<file path="config.mk">
export PLATFORM = sky130hd
export DESIGN_NAME = event_packet_stream_parser
export DESIGN_NICKNAME = d
export VERILOG_FILES = /design/src/hdl/epsp_pkg.sv /design/src/hdl/epsp_fifo.sv /design/src/hdl/epsp_front.sv /design/src/hdl/epsp_back.sv /design/src/hdl/event_packet_stream_parser.sv
export SDC_FILE = /design/constraint.sdc
export NUM_CORES = 1
export LEC_CHECK = 0
export ABC_AREA = 1
export BUFFER_PORTS_ARGS = -buffer_cell sky130_fd_sc_hd__buf_4
export CAP_MARGIN = 25
export CORE_MARGIN = 10
export CORE_UTILIZATION = 51
export DETAILED_ROUTE_END_ITERATION = 10
export GPL_ROUTABILITY_DRIVEN = 0
export PLACE_DENSITY_LB_ADDON = 0.08
export SLEW_MARGIN = 20
export SYNTH_ARGS = -nofsm -noshare
export SYNTH_HDL_FRONTEND = slang
export SYNTH_SLANG_ARGS = --single-unit
</file>
<file path="constraint.sdc">
create_clock -name clk_i -period 13.52 [get_ports clk_i]
set_input_delay 0 -clock clk_i [delete_from_list [all_inputs] [get_ports clk_i]]
set_output_delay 0 -clock clk_i [all_outputs]
set_load 0.01 [all_outputs]
</file>
<file path="src/hdl/epsp_pkg.sv">
`timescale 1ns / 1ps
`default_nettype none

package epsp_pkg;

  localparam int CFG_W = 11;
  localparam int XY_W = 15;
  localparam int TS_W = 32;
  localparam int PIX_W = 16;
  localparam int HDR_BYTES = 28;
  localparam int PIX_OFFSET = 36;
  localparam int POL_LAST = 7;
  localparam int FRM_TS_LAST = 11;

  localparam logic [15:0] TYPE_POL = 16'd1;
  localparam logic [15:0] TYPE_FRM = 16'd2;

  typedef enum logic [1:0] {
    KIND_POL = 2'd0,
    KIND_PIX = 2'd1,
    KIND_TS  = 2'd2
  } epsp_kind_e;

  // One event byte handed from the front to the back.
  typedef struct packed {
    logic       frame;  // frame packet, else polarity packet
    logic       pix;    // at or past the pixel offset
    logic [3:0] pos;    // low bits of the byte offset in the event
    logic [7:0] data;
  } epsp_cmd_t;

  typedef struct packed {
    epsp_kind_e        kind;
    logic [XY_W-1:0]   x_addr;
    logic [XY_W-1:0]   y_addr;
    logic              polarity;
    logic [TS_W-1:0]   timestamp;
    logic [TS_W-1:0]   end_timestamp;
    logic [PIX_W-1:0]  pixel_value;
  } epsp_res_t;

  // Insert a byte into a little-endian word; byte zero clears the rest.
  function automatic logic [31:0] put_byte(input logic [31:0] word,
                                           input logic [1:0] pos,
                                           input logic [7:0] b);
    logic [31:0] r;
    r = word;
    unique case (pos)
      2'd0: r = {24'd0, b};
      2'd1: r[15:8] = b;
      2'd2: r[23:16] = b;
      2'd3: r[31:24] = b;
      default: r = word;
    endcase
    return r;
  endfunction

endpackage

`default_nettype wire

</file>
<file path="src/hdl/epsp_fifo.sv">
`timescale 1ns / 1ps
`default_nettype none

module epsp_fifo #(
  parameter int WIDTH = 8,
  parameter int DEPTH = 2
) (
  input  wire logic             clk_i,
  input  wire logic             rst_ni,
  input  wire logic             wr_en_i,
  input  wire logic [WIDTH-1:0] wr_data_i,
  output logic                  full_o,
  input  wire logic             rd_en_i,
  output logic [WIDTH-1:0]      rd_data_o,
  output logic                  empty_o
);

  localparam int AW = (DEPTH > 1) ? $clog2(DEPTH) : 1;
  localparam int CNTW = $clog2(DEPTH + 1);

  logic [WIDTH-1:0] mem_q [DEPTH];
  logic [AW-1:0]    wr_ptr_q, wr_ptr_d;
  logic [AW-1:0]    rd_ptr_q, rd_ptr_d;
  logic [CNTW-1:0]  count_q, count_d;
  logic             do_wr, do_rd;

  assign full_o    = (count_q == CNTW'(DEPTH));
  assign empty_o   = (count_q == '0);
  assign do_wr     = wr_en_i && !full_o;
  assign do_rd     = rd_en_i && !empty_o;
  assign rd_data_o = mem_q[rd_ptr_q];

  always_comb begin
    wr_ptr_d = wr_ptr_q;
    rd_ptr_d = rd_ptr_q;
    count_d  = count_q;
    if (do_wr) begin
      wr_ptr_d = (wr_ptr_q == AW'(DEPTH - 1)) ? '0 : wr_ptr_q + 1'b1;
    end
    if (do_rd) begin
      rd_ptr_d = (rd_ptr_q == AW'(DEPTH - 1)) ? '0 : rd_ptr_q + 1'b1;
    end
    if (do_wr && !do_rd) begin
      count_d = count_q + 1'b1;
    end else if (do_rd && !do_wr) begin
      count_d = count_q - 1'b1;
    end
  end

  always_ff @(posedge clk_i or negedge rst_ni) begin
    if (!rst_ni) begin
      wr_ptr_q <= '0;
      rd_ptr_q <= '0;
      count_q  <= '0;
    end else begin
      wr_ptr_q <= wr_ptr_d;
      rd_ptr_q <= rd_ptr_d;
      count_q  <= count_d;
    end
  end

  always_ff @(posedge clk_i) begin
    if (do_wr) begin
      mem_q[wr_ptr_q] <= wr_data_i;
    end
  end

endmodule

`default_nettype wire

</file>
<file path="src/hdl/epsp_front.sv">
`timescale 1ns / 1ps
`default_nettype none

module epsp_front
  import epsp_pkg::*;
(
  input  wire logic       clk_i,
  input  wire logic       rst_ni,
  input  wire logic       accept_i,
  input  wire logic [7:0] data_byte_i,
  output logic            cmd_push_o,
  output epsp_cmd_t       cmd_o
);

  logic        in_header_q, in_header_d;
  logic [4:0]  hdr_cnt_q, hdr_cnt_d;
  logic [15:0] pkt_type_q, pkt_type_d;
  logic [31:0] evt_size_q, evt_size_d;
  logic [31:0] evt_cap_q, evt_cap_d;
  logic [31:0] byte_pos_q, byte_pos_d;
  logic [31:0] evt_idx_q, evt_idx_d;
  logic [32:0] pos_inc, idx_inc;
  logic        is_pol, is_frm, small_pos, pix_pos;

  assign is_pol    = (pkt_type_q == TYPE_POL);
  assign is_frm    = (pkt_type_q == TYPE_FRM);
  assign small_pos = (byte_pos_q < 32'(FRM_TS_LAST + 1));
  assign pix_pos   = (byte_pos_q >= 32'(PIX_OFFSET));
  assign pos_inc   = {1'b0, byte_pos_q} + 33'd1;
  assign idx_inc   = {1'b0, evt_idx_q} + 33'd1;

  always_comb begin
    cmd_o.frame = is_frm;
    cmd_o.pix   = pix_pos;
    cmd_o.pos   = byte_pos_q[3:0];
    cmd_o.data  = data_byte_i;
    cmd_push_o  = accept_i && !in_header_q &&
                  ((is_pol && (byte_pos_q < 32'(POL_LAST + 1))) ||
                   (is_frm && (small_pos || pix_pos)));
  end

  always_comb begin
    in_header_d = in_header_q;
    hdr_cnt_d   = hdr_cnt_q;
    pkt_type_d  = pkt_type_q;
    evt_size_d  = evt_size_q;
    evt_cap_d   = evt_cap_q;
    byte_pos_d  = byte_pos_q;
    evt_idx_d   = evt_idx_q;
    if (accept_i) begin
      if (in_header_q) begin
        if (hdr_cnt_q < 5'd2) begin
          pkt_type_d = 16'(put_byte({16'd0, pkt_type_q}, hdr_cnt_q[1:0], data_byte_i));
        end else if (hdr_cnt_q >= 5'd4 && hdr_cnt_q < 5'd8) begin
          evt_size_d = put_byte(evt_size_q, hdr_cnt_q[1:0], data_byte_i);
        end else if (hdr_cnt_q >= 5'd16 && hdr_cnt_q < 5'd20) begin
          evt_cap_d = put_byte(evt_cap_q, hdr_cnt_q[1:0], data_byte_i);
        end
        if (hdr_cnt_q == 5'(HDR_BYTES - 1)) begin
          hdr_cnt_d   = '0;
          byte_pos_d  = '0;
          evt_idx_d   = '0;
          in_header_d = (evt_size_q == '0) || (evt_cap_q == '0);
        end else begin
          hdr_cnt_d = hdr_cnt_q + 5'd1;
        end
      end else begin
        if (pos_inc >= {1'b0, evt_size_q}) begin
          byte_pos_d = '0;
          if (idx_inc >= {1'b0, evt_cap_q}) begin
            evt_idx_d   = '0;
            in_header_d = 1'b1;
            hdr_cnt_d   = '0;
          end else begin
            evt_idx_d = idx_inc[31:0];
          end
        end else begin
          byte_pos_d = pos_inc[31:0];
        end
      end
    end
  end

  always_ff @(posedge clk_i or negedge rst_ni) begin
    if (!rst_ni) begin
      in_header_q <= 1'b1;
      hdr_cnt_q   <= '0;
      pkt_type_q  <= '0;
      evt_size_q  <= '0;
      evt_cap_q   <= '0;
      byte_pos_q  <= '0;
      evt_idx_q   <= '0;
    end else begin
      in_header_q <= in_header_d;
      hdr_cnt_q   <= hdr_cnt_d;
      pkt_type_q  <= pkt_type_d;
      evt_size_q  <= evt_size_d;
      evt_cap_q   <= evt_cap_d;
      byte_pos_q  <= byte_pos_d;
      evt_idx_q   <= evt_idx_d;
    end
  end

endmodule

`default_nettype wire

</file>
<file path="src/hdl/epsp_back.sv">
`timescale 1ns / 1ps
`default_nettype none

module epsp_back
  import epsp_pkg::*;
#(
  parameter int MAX_WIDTH  = 1024,
  parameter int MAX_HEIGHT = 1024
) (
  input  wire logic             clk_i,
  input  wire logic             rst_ni,
  input  wire logic             cmd_valid_i,
  input  wire epsp_cmd_t        cmd_i,
  output logic                  cmd_pop_o,
  input  wire logic             res_full_i,
  output logic                  res_valid_o,
  output epsp_res_t             res_o,
  input  wire logic [CFG_W-1:0] frame_width_i,
  input  wire logic [CFG_W-1:0] frame_height_i
);

  localparam int WW = $clog2(MAX_WIDTH + 1);
  localparam int HW = $clog2(MAX_HEIGHT + 1);
  localparam int CW = (MAX_WIDTH > 1) ? $clog2(MAX_WIDTH) : 1;

  logic [31:0]    word_q, word_d;
  logic [31:0]    start_q, start_d;
  logic [7:0]     pix_lo_q, pix_lo_d;
  logic [CW-1:0]  column_q, column_d;
  logic [HW-1:0]  row_q, row_d;
  logic [WW-1:0]  width_eff;
  logic [HW-1:0]  height_eff;
  logic           advance;

  assign advance   = cmd_valid_i && !res_full_i;
  assign cmd_pop_o = advance;

  // Zero reads as one, anything above the maximum as the maximum.
  always_comb begin
    if (frame_width_i == '0) begin
      width_eff = WW'(1);
    end else if (32'(frame_width_i) > 32'(MAX_WIDTH)) begin
      width_eff = WW'(MAX_WIDTH);
    end else begin
      width_eff = WW'(frame_width_i);
    end
    if (frame_height_i == '0) begin
      height_eff = HW'(1);
    end else if (32'(frame_height_i) > 32'(MAX_HEIGHT)) begin
      height_eff = HW'(MAX_HEIGHT);
    end else begin
      height_eff = HW'(frame_height_i);
    end
  end

  always_comb begin
    word_d      = word_q;
    start_d     = start_q;
    pix_lo_d    = pix_lo_q;
    column_d    = column_q;
    row_d       = row_q;
    res_valid_o = 1'b0;
    res_o       = '0;
    res_o.kind  = KIND_POL;
    if (advance) begin
      if (!cmd_i.frame) begin
        if (cmd_i.pos < 4'd4) begin
          word_d = put_byte(word_q, cmd_i.pos[1:0], cmd_i.data);
        end else begin
          start_d = put_byte(start_q, cmd_i.pos[1:0], cmd_i.data);
        end
        if (cmd_i.pos == 4'(POL_LAST)) begin
          res_valid_o    = 1'b1;
          res_o.kind     = KIND_POL;
          res_o.x_addr   = word_q[31:17];
          res_o.y_addr   = word_q[16:2];
          res_o.polarity = word_q[1];
          res_o.timestamp = start_d;
        end
      end else if (!cmd_i.pix) begin
        if (cmd_i.pos == 4'd0) begin
          column_d = '0;
          row_d    = '0;
        end
        if (cmd_i.pos >= 4'd4 && cmd_i.pos < 4'd8) begin
          start_d = put_byte(start_q, cmd_i.pos[1:0], cmd_i.data);
        end else if (cmd_i.pos >= 4'd8) begin
          word_d = put_byte(word_q, cmd_i.pos[1:0], cmd_i.data);
        end
        if (cmd_i.pos == 4'(FRM_TS_LAST)) begin
          res_valid_o         = 1'b1;
          res_o.kind          = KIND_TS;
          res_o.timestamp     = start_q;
          res_o.end_timestamp = word_d;
        end
      end else if (!cmd_i.pos[0]) begin
        pix_lo_d = cmd_i.data;
      end else if (row_q < height_eff) begin
        res_valid_o       = 1'b1;
        res_o.kind        = KIND_PIX;
        res_o.x_addr      = XY_W'(column_q);
        res_o.y_addr      = XY_W'(row_q);
        res_o.pixel_value = {cmd_i.data, pix_lo_q};
        // Wrap to the next row at the frame width.
        if ((WW + 1)'(column_q) + 1'b1 >= (WW + 1)'(width_eff)) begin
          column_d = '0;
          row_d    = row_q + 1'b1;
        end else begin
          column_d = column_q + 1'b1;
        end
      end
    end
  end

  always_ff @(posedge clk_i or negedge rst_ni) begin
    if (!rst_ni) begin
      word_q   <= '0;
      start_q  <= '0;
      pix_lo_q <= '0;
      column_q <= '0;
      row_q    <= '0;
    end else begin
      word_q   <= word_d;
      start_q  <= start_d;
      pix_lo_q <= pix_lo_d;
      column_q <= column_d;
      row_q    <= row_d;
    end
  end

endmodule

`default_nettype wire

</file>
<file path="src/hdl/event_packet_stream_parser.sv">
// Flow: a byte accepted at one edge is classified and queued at that same
// edge; the back takes it when the result queue has room and queues any result it yields.
// Throughput: one byte per cycle; the front stalls (full high) only when the
// command queue fills, which happens only while the result queue is not drained.
// Reset: asynchronous, active low; parser expects a packet header, queues empty,
// frame_width reads 240 and frame_height 180.
`timescale 1ns / 1ps
`default_nettype none

module event_packet_stream_parser
  import epsp_pkg::*;
#(
  parameter int MAX_WIDTH  = 1024,
  parameter int MAX_HEIGHT = 1024
) (
  input  wire logic              clk_i,
  input  wire logic              rst_ni,
  // Byte stream in
  input  wire logic              push,
  output logic                   full,
  input  wire logic [7:0]        data_byte_i,
  // Results out
  output logic                   empty,
  input  wire logic              pop,
  output logic [1:0]             kind_o,
  output logic [XY_W-1:0]        x_addr_o,
  output logic [XY_W-1:0]        y_addr_o,
  output logic                   polarity_o,
  output logic [TS_W-1:0]        timestamp_o,
  output logic [TS_W-1:0]        end_timestamp_o,
  output logic [PIX_W-1:0]       pixel_value_o,
  // Configuration
  input  wire logic              psel,
  input  wire logic              penable,
  input  wire logic              pwrite,
  input  wire logic [2:0]        paddr,
  input  wire logic [31:0]       pwdata,
  output logic [31:0]            prdata,
  output logic                   pready
);

  localparam int CMD_DEPTH = 4;
  localparam int RES_DEPTH = 2;
  localparam logic REG_FRAME_WIDTH  = 1'b0;
  localparam logic REG_FRAME_HEIGHT = 1'b1;

  logic [CFG_W-1:0] frame_width_q, frame_height_q;
  logic             cfg_wr;

  logic             in_accept;
  logic             cmd_push, cmd_full, cmd_empty, cmd_pop;
  epsp_cmd_t        cmd_wr, cmd_rd;
  logic             res_valid, res_full;
  epsp_res_t        res_wr, res_rd;

  // Configuration registers: one transfer per access phase, no wait states.
  assign pready = 1'b1;
  assign cfg_wr = psel && penable && pwrite && pready;

  always_ff @(posedge clk_i or negedge rst_ni) begin
    if (!rst_ni) begin
      frame_width_q  <= CFG_W'(240);
      frame_height_q <= CFG_W'(180);
    end else if (cfg_wr) begin
      unique case (paddr[2])
        REG_FRAME_WIDTH:  frame_width_q  <= pwdata[CFG_W-1:0];
        REG_FRAME_HEIGHT: frame_height_q <= pwdata[CFG_W-1:0];
        default:          frame_width_q  <= frame_width_q;
      endcase
    end
  end

  always_comb begin
    unique case (paddr[2])
      REG_FRAME_WIDTH:  prdata = 32'(frame_width_q);
      REG_FRAME_HEIGHT: prdata = 32'(frame_height_q);
      default:          prdata = '0;
    endcase
  end

  // Front: header tracking and byte classification. Every accepted byte
  // advances the packet counters; only bytes that matter reach the queue.
  assign full      = cmd_full;
  assign in_accept = push && !full;

  epsp_front u_front (
    .clk_i       (clk_i),
    .rst_ni      (rst_ni),
    .accept_i    (in_accept),
    .data_byte_i (data_byte_i),
    .cmd_push_o  (cmd_push),
    .cmd_o       (cmd_wr)
  );

  // Short command queue decouples the byte stream from result delivery.
  epsp_fifo #(
    .WIDTH ($bits(epsp_cmd_t)),
    .DEPTH (CMD_DEPTH)
  ) u_cmd_fifo (
    .clk_i     (clk_i),
    .rst_ni    (rst_ni),
    .wr_en_i   (cmd_push),
    .wr_data_i (cmd_wr),
    .full_o    (cmd_full),
    .rd_en_i   (cmd_pop),
    .rd_data_o (cmd_rd),
    .empty_o   (cmd_empty)
  );

  // Back: word assembly, frame raster tracking and result formation.
  epsp_back #(
    .MAX_WIDTH  (MAX_WIDTH),
    .MAX_HEIGHT (MAX_HEIGHT)
  ) u_back (
    .clk_i          (clk_i),
    .rst_ni         (rst_ni),
    .cmd_valid_i    (!cmd_empty),
    .cmd_i          (cmd_rd),
    .cmd_pop_o      (cmd_pop),
    .res_full_i     (res_full),
    .res_valid_o    (res_valid),
    .res_o          (res_wr),
    .frame_width_i  (frame_width_q),
    .frame_height_i (frame_height_q)
  );

  // Result queue: hold finished results while the consumer stalls.
  epsp_fifo #(
    .WIDTH ($bits(epsp_res_t)),
    .DEPTH (RES_DEPTH)
  ) u_res_fifo (
    .clk_i     (clk_i),
    .rst_ni    (rst_ni),
    .wr_en_i   (res_valid),
    .wr_data_i (res_wr),
    .full_o    (res_full),
    .rd_en_i   (pop),
    .rd_data_o (res_rd),
    .empty_o   (empty)
  );

  assign kind_o          = res_rd.kind;
  assign x_addr_o        = res_rd.x_addr;
  assign y_addr_o        = res_rd.y_addr;
  assign polarity_o      = res_rd.polarity;
  assign timestamp_o     = res_rd.timestamp;
  assign end_timestamp_o = res_rd.end_timestamp;
  assign pixel_value_o   = res_rd.pixel_value;

  // Only the three defined result kinds ever leave the block.
  a_kind_valid: assert property (@(posedge clk_i) disable iff (!rst_ni)
    !empty |-> (kind_o == KIND_POL || kind_o == KIND_PIX || kind_o == KIND_TS))
    else $error("undefined result kind");

  // Pixels never land past the maximum frame height.
  a_pix_row: assert property (@(posedge clk_i) disable iff (!rst_ni)
    (!empty && kind_o == KIND_PIX) |-> (32'(y_addr_o) < 32'(MAX_HEIGHT)))
    else $error("pixel row out of range");

  // Fields a kind does not use stay zero; this checks the polarity field.
  a_unused_zero: assert property (@(posedge clk_i) disable iff (!rst_ni)
    (!empty && kind_o != KIND_POL) |-> (polarity_o == 1'b0))
    else $error("polarity set on non-polarity result");

  // The back never drains a command while the result queue is full.
  a_no_overrun: assert property (@(posedge clk_i) disable iff (!rst_ni)
    res_full |-> !cmd_pop)
    else $error("command drained into full result queue");

endmodule

`default_nettype wire

</file>
==> flow_summary.json, run 1 <==
{
  "setup_violations": 0,
  "critPathCaptureType": "register",
  "slowest_delay_ns": 0.71,
  "p_leak_nw": 15.00,
  "ys_seq_area_share_pct": 52.30,
  "path_cells": "inv_2 -> nand3_1 -> nand2_2 -> inv_2 -> nor2_4 -> nand3_2 -> nand2_1 -> nand2_1 -> nor2_4 -> buf_4 -> buf_4",
  "synth_top_family_by_area": "simple AND/OR/NAND/NOR gates",
  "drc": 0,
  "crit_path_start": "u_cmd_fifo.rd_ptr_q[1]",
  "reg2reg_from": "u_cmd_fifo.rd_ptr_q[1]",
  "utilization_pct": 58.75,
  "synth-xor-area-share_pct": 1.965,
  "p_per_area_mw_per_mm2": 248.0,
  "crit_family": "simple AND/OR/NAND/NOR gates",
  "wl_per_cell_um": 18.11,
  "layout-drive-gt1-share_pct": 11.01,
  "layout.nets": 3664,
  "cts_buffer_depth": 3,
  "status": "completed",
  "antenna_found_initial": 0,
  "avgSynthCellArea_um2": 8.671,
  "synthMuxAreaShare_pct": 0,
  "r2r_end": "u_res_fifo.mem_q[1][75]",
  "cts_buffers": 60,
  "fin_tns_setup_ns": 0,
  "num_vias": 23590,
  "clk_latency_ns": 0.63,
  "fin_cells": 4316,
  "crit_type": "register to register",
  "min_to": "frame_height_q[5]",
  "critPathRequiredTime_ns": 13.77,
  "cts-root-buf": "clkbuf_16",
  "maxCapViolCount": 0,
  "vias_per_cell": 5.466,
  "cts.sinks": 558,
  "worst_ep_arrival_time_ns": 6.15,
  "fp-row-count": 87,
  "p_total_mw": 8.264,
  "synth_edf_count": 282,
  "hold_path_class": "input port to register",
  "cts_tree": "done",
  "synth_cell_type_count": 60,
  "syn_area_mm2": 0.02942,
  "core_area_mm2": 0.05671,
  "ant_nets": 0,
  "worstPathMaxFanout": 52,
  "cts.htree.levels": 2,
  "worstMarginPinSlew_ns": 1.005,
  "cts.repair.resized": 0,
  "async_flop_share_pct": 49.46,
  "routed_wl_um": 78150,
  "fmax_mhz": 169.8,
  "drt_iter0_drc": 1964,
  "peakVddDrop_mv": 0.2268,
  "grt_pass1_wl_um": 123200,
  "grt_pass1_vias": 22920,
  "synthAdderAreaFrac_pct": 4.534,
  "gr-total-overflow": 0,
  "grt_usage_pct": 22.65,
  "grt_max_degree": 105,
  "start_util_pct": 51.87,
  "synth-simple-area-share_pct": 22.20,
  "dpl.cell_count": 4174,
  "pin_count": 198,
  "grt_setup_unrepaired": "false",
  "min_from": "paddr[2]",
  "maxSlewViolCount": 0,
  "critPathBufInv": 4,
  "relSlewSlack_pct": 33.03,
  "period_share_pct": 43.57,
  "synth_compound_area_share_pct": 11.37,
  "hpwlAfterDp_um": 54280,
  "rrSetupSlack_ns": 7.63,
  "yosys_warnings": 0,
  "fin_skew_ns": 0.01317,
  "area_delta_synth_final_pct": 13.26,
  "crit_slowest_cell": "nand2_2",
  "firstDrtPassIters": 5,
  "finalHoldViolCount": 0,
  "clk_pin_slew_ns": 0.06,
  "port_buffers": 152,
  "antenna_cells": 0,
  "die_y_um": 260.2,
  "dieWidth_um": 260.2,
  "worstRegToRegCells": 11,
  "synth-main-ff-cell": "edfxtp_1",
  "min_path_cells": 4,
  "ys_seq_elements": 558,
  "cp-start-kind": "register",
  "syn_inst": 3393,
  "period_needed_ns": 5.891,
  "dieArea_mm2": 0.06769
}
==> routing by layer <==
layer	vias to the layer above	track usage [%]	wire length, µm
met5	-	0	0
met4	0	7.266	2198
met3	127	2.692	3994
met2	711	38.95	38660
met1	11310	29.37	33300
li1	11450	-	-
==> synth_stat cells (5+ instances only) <==
library cell	instances	area [µm²]
a21o_1	5	37.54
buf_4	30	225.2
edfxtp_1	282	8468
a21oi_1	87	435.4
nor4_1	29	181.4
buf_2	36	180.2
ha_1	105	1314
buf_1	8	30.03
xor2_1	54	473.0
o32ai_1	15	131.4
nor2_2	7	43.79
xnor2_1	12	105.1
o21a_1	9	67.56
o21ai_1	84	420.4
inv_2	12	45.04
nand2_1	1025	3847
nor3_1	51	255.2
inv_1	350	1314
nand3_2	6	60.06
clkbuf_1	79	296.5
o211ai_2	7	87.58
o21ai_2	13	113.9
or2_2	9	56.30
o211ai_1	33	247.7
dfrtp_1	267	6681
nand4_1	31	193.9
nand3_1	124	620.6
nand2_2	19	118.9
o22ai_1	40	250.2
dfstp_2	9	236.5
a22oi_1	16	120.1
buf_6	12	135.1
nor3_2	5	50.05
o21ai_0	245	1226
nor2_4	5	56.30
nor2_1	235	882.1
==> worst min-delay path, stage by stage <==
cell and delay [ns]:
buf_4 0.16, nand2_1 0.40, nand2_1 0.15, o21ai_0 0.07
==> worst max-delay path by stage <==
stage                              endpoint  cells past startpoint
global route        u_res_fifo.mem_q[1][54]                     13
finish              u_res_fifo.mem_q[1][75]                     11
global placement    u_res_fifo.mem_q[1][75]                     11
detailed placement  u_res_fifo.mem_q[1][73]                     11
CTS                 u_res_fifo.mem_q[1][49]                     11
floorplan            u_res_fifo.mem_q[1][0]                     12
==> what timing repair did <==
action | 4_1_cts | 5_1_grt
hold buffers | 24 | 0
buffers inserted | 0 | 0
endpoints found under the hold margin | 192 | 0
==> final cells by class <==
| class | instances | area (µm²) |
|---|---|---|
| Tap cell | 756 | 945.9 |
| Clock inverter | 36 | 366.6 |
| Timing Repair Buffer | 198 | 1668 |
| Multi-Input combinational cell | 2325 | 11890 |
| Inverter | 365 | 1375 |
| Sequential cell | 558 | 15390 |
| Fill cell | 5016 | 23390 |
| Clock buffer | 78 | 1684 |
==> flip-flops by register name, indices dropped and copies added, names as in the netlist, 16 cells and up <==
signal and count:
u_back.word_q 32, u_res_fifo.mem_q 226, u_back.start_q 32, u_cmd_fifo.mem_q 56, u_front.pkt_type_q 16, u_front.evt_idx_q 32
u_front.evt_cap_q 32, u_front.byte_pos_q 32, u_front.evt_size_q 32
==> where the power goes <==
| part | total (mW) | internal [mW] | switching (mW) |
|---|---|---|---|
| Sequential | 2.73 | 2.44 | 0.284 |
| Clock | 1.69 | 0.994 | 0.695 |
| Combinational | 3.85 | 1.20 | 2.65 |
==> logic make-up after synthesis <==
family / Yosys count
xor gates and xnor gates: 66
buffers and inverters: 530
adders and majority gates: 106
and+or+nand+nor: 1561
AOI/OAI and AO/OA: 570
other: 2
DFF: 558
==> cells in the final DEF, fill, tap and decap left out, types with 33 or more instances in the layout <==
cell	n
a21oi_1	87
buf_4	167
clkbuf_16	64
dfrtp_1	266
edfxtp_1	282
ha_1	105
inv_1	349
nand2_1	1023
nand3_1	123
nor2_1	233
nor3_1	51
o211ai_1	33
o21ai_0	245
o21ai_1	84
o22ai_1	40
xor2_1	54
==> through the flow <==
step	cell area (µm²)	worst slack [ns]	hold slack, ns
global route	33320	7.134	0.2008
global placement	30880	7.621	-0.06535
floorplan	29490	6.419	-0.2956
finish	33320	7.629	0.1659
detailed placement	30900	7.606	-0.05451
CTS	33210	7.580	0.1223
No activity file was read; power rests on OpenSTA's default activity.
==> inputs of run 2 (changes only) <==
==> constraint.sdc (replaced) <==
create_clock -name clk_i -period 5.1 [get_ports clk_i]
set_input_delay 0 -clock clk_i [delete_from_list [all_inputs] [get_ports clk_i]]
set_output_delay 0 -clock clk_i [all_outputs]
set_load 0.01 [all_outputs]
==> run 2 against run 1 <==
Against the previous run:
- sequential share of layout area down 0.087 points
- cell count is essentially flat
- clock skew is 0.0062 ns higher
- routed wire length about the same
- total power rose to 2.7 times the previous value
- critical path depth rose by 9
- sequential power grew to 2.7 times the previous value
- first-iteration DRC count fell by 4.8%
- register-to-register slack got worse by 6.9 ns
- fmax increased by 34%
- non-clock buffer count increased by 4
- critical path type unchanged
==> flow_summary.json, run 2 (synthesis results as in run 1) <==
{
  "vias_per_cell": 5.444,
  "cts_buffer_depth": 3,
  "critPathRequiredTime_ns": 5.62,
  "cts.repair.resized": 0,
  "ant_nets": 0,
  "clk_pin_slew_ns": 0.06,
  "worstPathMaxFanout": 28,
  "rrSetupSlack_ns": 0.69,
  "area_delta_synth_final_pct": 13.47,
  "fp-row-count": 87,
  "grt_setup_unrepaired": "false",
  "largest_reg_flops": 226,
  "seq_area_mm2": 0.01539,
  "reg.largest.list": "u_res_fifo.mem_q: 226 flops, u_cmd_fifo.mem_q: 56 flops",
  "slowest_delay_ns": 0.58,
  "period_share_pct": 86.40,
  "cts_tree": "done",
  "gr-total-overflow": 0,
  "p_leak_nw": 15.03,
  "relSlewSlack_pct": 32.64,
  "period_needed_ns": 4.406,
  "cts-root-buf": "clkbuf_16",
  "fin_tns_setup_ns": 0,
  "switching_share_pct": 43.26,
  "dieArea_mm2": 0.06769,
  "start_util_pct": 51.87,
  "post_cts_buffers": 0,
  "crit_end": "u_front.byte_pos_q[28]",
  "setup_violations": 0,
  "cts.htree.levels": 2,
  "ctsHoldBuffers": 22,
  "antenna_found_initial": 1,
  "combPwrFrac_pct": 46.0,
  "num_vias": 23520,
  "core_area_mm2": 0.05671,
  "hpwlAfterDp_um": 54840,
  "hold_path_class": "input port to register",
  "internal_power_mw": 12.55,
  "fin_skew_ns": 0.01938,
  "r2r_end": "u_front.byte_pos_q[28]",
  "power.switching_mw": 9.565,
  "pin_count": 198,
  "fmax_mhz": 227.0,
  "min_path_cells": 4,
  "firstDrtPassIters": 6,
  "grt_pass1_vias": 22950,
  "worst_ep_arrival_time_ns": 4.93,
  "antenna_cells": 0,
  "cts.sinks": 558,
  "fin_ws_ns": 0.6938,
  "final_common_cell": "nand2_1",
  "crit_slowest_cell": "dfrtp_1",
  "p_seq_share_pct": 32.8,
  "worstMarginPinSlew_ns": 1.009,
  "layout.nets": 3668,
  "routed_wl_um": 78200,
  "port_buffers": 152,
  "reg2reg_from": "u_front.byte_pos_q[0]",
  "clockPowerShare_pct": 21.2,
  "maxSlewViolCount": 0,
  "finalHoldViolCount": 0,
  "wl_per_cell_um": 18.10,
  "cp-start-kind": "register",
  "clk_latency_ns": 0.63,
  "dpl_worst_slack_ns": 0.7970,
  "grt_usage_pct": 22.84,
  "grt_pass1_wl_um": 124600,
  "layout-drive-gt1-share_pct": 11.03,
  "final_cell_mix": "nand2_1 (1,024), inv_1 (349), edfxtp_1 (282)",
  "multi_input_area_mm2": 0.01188,
  "top_register": "u_res_fifo.mem_q",
  "n_fill_cell": 5004,
  "grt_max_degree": 132,
  "worstRegToRegCells": 20,
  "drc": 0,
  "drt_iter0_drc": 1869,
  "crit_path_start": "u_front.byte_pos_q[0]",
  "cts_buffers": 60,
  "crit_type": "register to register",
  "dieWidth_um": 260.2,
  "p_per_area_mw_per_mm2": 662.4,
  "path_cells": "ha_1 -> nand4_2 -> nor2_4 -> nand3_2 -> nor2_1 -> nand2_1 -> nor2_1 -> nand2_1 -> xor2_1 -> inv_1 -> ha_1 -> nand2_1 -> inv_1 -> nand4_1 -> nor2_1 -> a21oi_1 -> nand4_2 -> nor2_4 -> nand2_2 -> o21ai_0",
  "peakVddDrop_mv": 0.3735,
  "status": "completed",
  "maxCapViolCount": 0,
  "die_y_um": 260.2,
  "critPathCaptureType": "register"
}
[run 2: cell types whose count changed in the layout (fill, tap and decap cells not counted), sizes merged]
cell    delta
bufinv     +4
clkinv    -11
buf        +4
inv        +3
clkbuf     +4
[run 2: metrics by stage]
stage / instances / hold slack [ns] / power (mW) / util [%] / instance area (µm²)
2_1_floorplan: 3413 / -0.2956 / 14.07 / - / 29500
3_3_place_gp: 4182 / 0.04639 / 17.07 / 54.64 / 30990
3_5_place_dp: 4182 / 0.05316 / 17.40 / 54.64 / 30990
4_1_cts: 4318 / 0.004754 / 22.15 / 58.80 / 33350
5_1_grt: 4320 / 0.1894 / 23.73 / 58.86 / 33380
6_report: 4320 / 0.1882 / 22.11 / 58.86 / 33380
[run 2: worst min-delay path by stage]
| stage | startpoint | end | slack (ns) |
|---|---|---|---|
| finish | pwdata[2] | frame_height_q[2] | 0.19 |
| CTS | rst_ni | u_front.byte_pos_q[4] | 0.005 |
| floorplan | rst_ni | frame_height_q[0] | -0.30 |
| global placement | rst_ni | u_front.byte_pos_q[24] | 0.05 |
| detailed placement | rst_ni | u_front.byte_pos_q[24] | 0.05 |
| global route | pwdata[5] | frame_width_q[5] | 0.19 |
[run 2: power by group through the flow]
stage	registers (mW)	logic [mW]	clock network, mW
2_1_floorplan	7.07	7.01	0
3_3_place_gp	7.26	9.81	0
3_5_place_dp	7.32	10.1	0
4_1_cts	7.25	10.1	4.76
5_1_grt	7.40	11.4	4.94
6_report	7.25	10.2	4.68
[run 2: final cells by class]
class                      count  share of cell area, %
sequential                   558                  46.10
timing repair buffer         202                  4.947
clock buffer                  82                  5.116
inverter                     365                  4.119
tap                          756                  2.833
clock inverter                32                  1.293
multi-input combinational   2325                  35.59
[run 2: critical path, delay by kind of cell (launching register included)]
kind / cells / cell delay, ns
xor gates and xnor gates: 1 / 0.25
adders and majority gates: 2 / 0.60
and+or+nand+nor: 13 / 2.28
AOI/OAI and AO/OA: 2 / 0.46
DFF: 1 / 0.58
buffers and inverters: 2 / 0.13
[run 2: layer usage]
metal  routed length [µm]  vias up  track usage [%]
li1                     -    11470                -
met1                32930    11260            29.01
met2                38510      647            39.33
met3                 4550      137            3.777
met4                 2195        2            7.040
met5                   12        -                0
==> inputs of run 3 (changes only) <==
--- a/config.mk
+++ b/config.mk
@@ -8,11 +8,14 @@
 export ABC_AREA = 1
 export BUFFER_PORTS_ARGS = -buffer_cell sky130_fd_sc_hd__buf_4
 export CAP_MARGIN = 25
+export CELL_PAD_IN_SITES_DETAIL_PLACEMENT = 0
+export CELL_PAD_IN_SITES_GLOBAL_PLACEMENT = 1
 export CORE_MARGIN = 10
-export CORE_UTILIZATION = 51
+export CORE_UTILIZATION = 40
 export DETAILED_ROUTE_END_ITERATION = 10
 export GPL_ROUTABILITY_DRIVEN = 0
 export PLACE_DENSITY_LB_ADDON = 0.08
+export RECOVER_POWER = 25
 export SLEW_MARGIN = 20
 export SYNTH_ARGS = -nofsm -noshare
 export SYNTH_HDL_FRONTEND = slang
==> run 3 against run 2 <==
Against the previous run:
- the run now ends with capacitance limit, slew limit left
- utilization is 13 points lower
- combinational power hardly changed
- worst hold slack better by 0.056 ns
- final area is 1.0% higher
- global-route usage fell by 3.4 points
- clock skew about the same
- via count decreased by 0.65%
- sequential cell count stayed put
- largest cell class unchanged
- largest power group unchanged
==> flow_summary.json, run 3 (synthesis results as in run 1) <==
{
  "status": "complete, but fails checks",
  "failed_checks": "capacitance limit, slew limit",
  "drt_iter0_drc": 1842,
  "final_area_mm2": 0.03373,
  "worstMarginPinSlew_ns": 3.056,
  "die_y_um": 291.2,
  "layout-drive-gt1-share_pct": 10.59,
  "min_from": "penable",
  "antenna_found_initial": 1,
  "dieArea_mm2": 0.08480,
  "worst_ep_arrival_time_ns": 4.91,
  "rrSetupSlack_ns": 0.69,
  "fin_ws_ns": 0.6902,
  "fin_tns_setup_ns": 0,
  "p_per_area_mw_per_mm2": 667.4,
  "critPathCaptureType": "register",
  "grt_setup_unrepaired": "false",
  "finalHoldViolCount": 0,
  "grt_max_degree": 117,
  "reg.largest.list": "u_res_fifo.mem_q: 226 flops, u_cmd_fifo.mem_q: 56 flops",
  "final_common_cell": "nand2_1",
  "maxCapViolCount": 3,
  "drc": 0,
  "clk_latency_ns": 0.60,
  "grt_pass1_vias": 22790,
  "min_path_cells": 5,
  "period_share_pct": 86.47,
  "top_register": "u_res_fifo.mem_q",
  "area_delta_synth_final_pct": 14.66,
  "firstDrtPassIters": 7,
  "p_leak_nw": 15.06,
  "reg2reg_from": "u_front.byte_pos_q[0]",
  "antenna_cells": 0,
  "pin_count": 198,
  "fmax_mhz": 226.8,
  "routed_wl_um": 84340,
  "r2r_end": "u_front.byte_pos_q[0]",
  "gr-total-overflow": 0,
  "peakVddDrop_mv": 0.3441,
  "relSlewSlack_pct": -103.7,
  "cts_buffer_depth": 3,
  "cts_buffers": 66,
  "min_to": "frame_width_q[7]",
  "hold_path_class": "input port to register",
  "core_area_mm2": 0.07296,
  "fin_skew_ns": 0.01982,
  "ant_nets": 0,
  "layout.nets": 3682,
  "port_buffers": 152,
  "largest_reg_flops": 226,
  "start_util_pct": 40.32,
  "crit_type": "register to register",
  "vias_per_cell": 5.149,
  "grt_pass1_wl_um": 131700,
  "cts_tree": "done",
  "cts.sinks": 558,
  "period_needed_ns": 4.410,
  "dieWidth_um": 291.2,
  "worstRegToRegCells": 20,
  "worstPathMaxFanout": 28,
  "maxSlewViolCount": 281,
  "cp-start-kind": "register",
  "fin_cells": 4537,
  "num_vias": 23360,
  "grt_usage_pct": 19.43,
  "p_total_mw": 22.51,
  "cts-root-buf": "clkbuf_16",
  "hpwlAfterDp_um": 59770,
  "dpl.cell_count": 4393,
  "critPathRequiredTime_ns": 5.60,
  "place_area_mm2": 0.03132,
  "setup_violations": 0,
  "cts.htree.levels": 3,
  "final_cell_mix": "nand2_1 (1,024), inv_1 (350), edfxtp_1 (282)",
  "clk_pin_slew_ns": 0.06,
  "wl_per_cell_um": 18.59,
  "fp-row-count": 99,
  "dpl_worst_slack_ns": 0.7299
}
-- run 3: cell count changes in the layout (fill, tap and decap cells not counted), moves of 3 or more --
cell / before / now
buf_4: 173 / 164
clkbuf_1: 13 / 32
clkbuf_16: 63 / 69
clkbuf_8: 6 / 3
clkinv_1: 4 / 9
clkinv_2: 12 / 9
dfstp_1: 0 / 4
dfstp_2: 9 / 5
-- run 3: metal layers --
layer  vias up  share of wire, %  track usage [%]
met4         2               2.4            5.106
met3       111               4.2            3.158
li1      11480                 -                -
met1     11260                44            25.29
met2       507                49            33.07
met5         -             0.015                0
-- run 3: worst max-delay path, stage by stage, from the launching register on --
cell and delay (ns):
dfrtp_1 0.59, ha_1 0.30, nand4_2 0.18, nor2_4 0.21, nand3_2 0.15, nor2_1 0.18, nand2_1 0.13, nor2_1 0.18
nand2_1 0.09, xor2_1 0.21, inv_1 0.07, ha_1 0.29, a21oi_1 0.14, o21ai_0 0.10, nand2_1 0.07, nand3_1 0.07
nand2_1 0.08, nand4_2 0.18, nor2_4 0.33, nand2_2 0.44, o21ai_0 0.32
-- run 3: worst max-delay path by stage --
stage	from	end	slack, ns	cells after the start
after floorplan	frame_height_q[3]	u_res_fifo.mem_q[0][0]	0.62	12
after global placement	u_front.byte_pos_q[0]	u_front.byte_pos_q[0]	0.88	20
after detailed placement	u_front.byte_pos_q[0]	u_front.byte_pos_q[0]	0.73	19
after CTS	u_front.byte_pos_q[0]	u_front.byte_pos_q[0]	0.69	20
after global routing	rst_ni	u_back.start_q[2]	0.17	3
final	u_front.byte_pos_q[0]	u_front.byte_pos_q[0]	0.69	20
-- run 3: where the power goes --
group	internal, mW	switching (mW)
Clock	2.98	1.90
Sequential	6.46	0.795
Combinational	3.30	7.08
Total	12.7	9.78
-- run 3: layout make-up --
type                    count  area [µm²]
fillers                  7117       39230
well taps                 959        1200
clock buffers              89        1832
inverters                 365        1378
flip-flops and latches    558       15390
multi-input cells        2325       11880
repair buffers            210        1660
clock inverters            31       392.9
-- run 3: what timing repair did --
action / 4_1_cts / 5_1_grt
hold buffers: 22 / 0
endpoints found under the hold margin: 252 / 0
buffers inserted: 0 / 0
gates resized for setup: 0 / 0
-- run 3: stage by stage --
| stage | hold slack [ns] | utilization, % |
|---|---|---|
| 2_1_floorplan | -0.2956 | - |
| 3_3_place_gp | 0.1553 | 42.92 |
| 3_5_place_dp | 0.1683 | 42.92 |
| 4_1_cts | 0.1226 | 46.27 |
| 5_1_grt | 0.2395 | 46.24 |
| 6_report | 0.2441 | 46.24 |
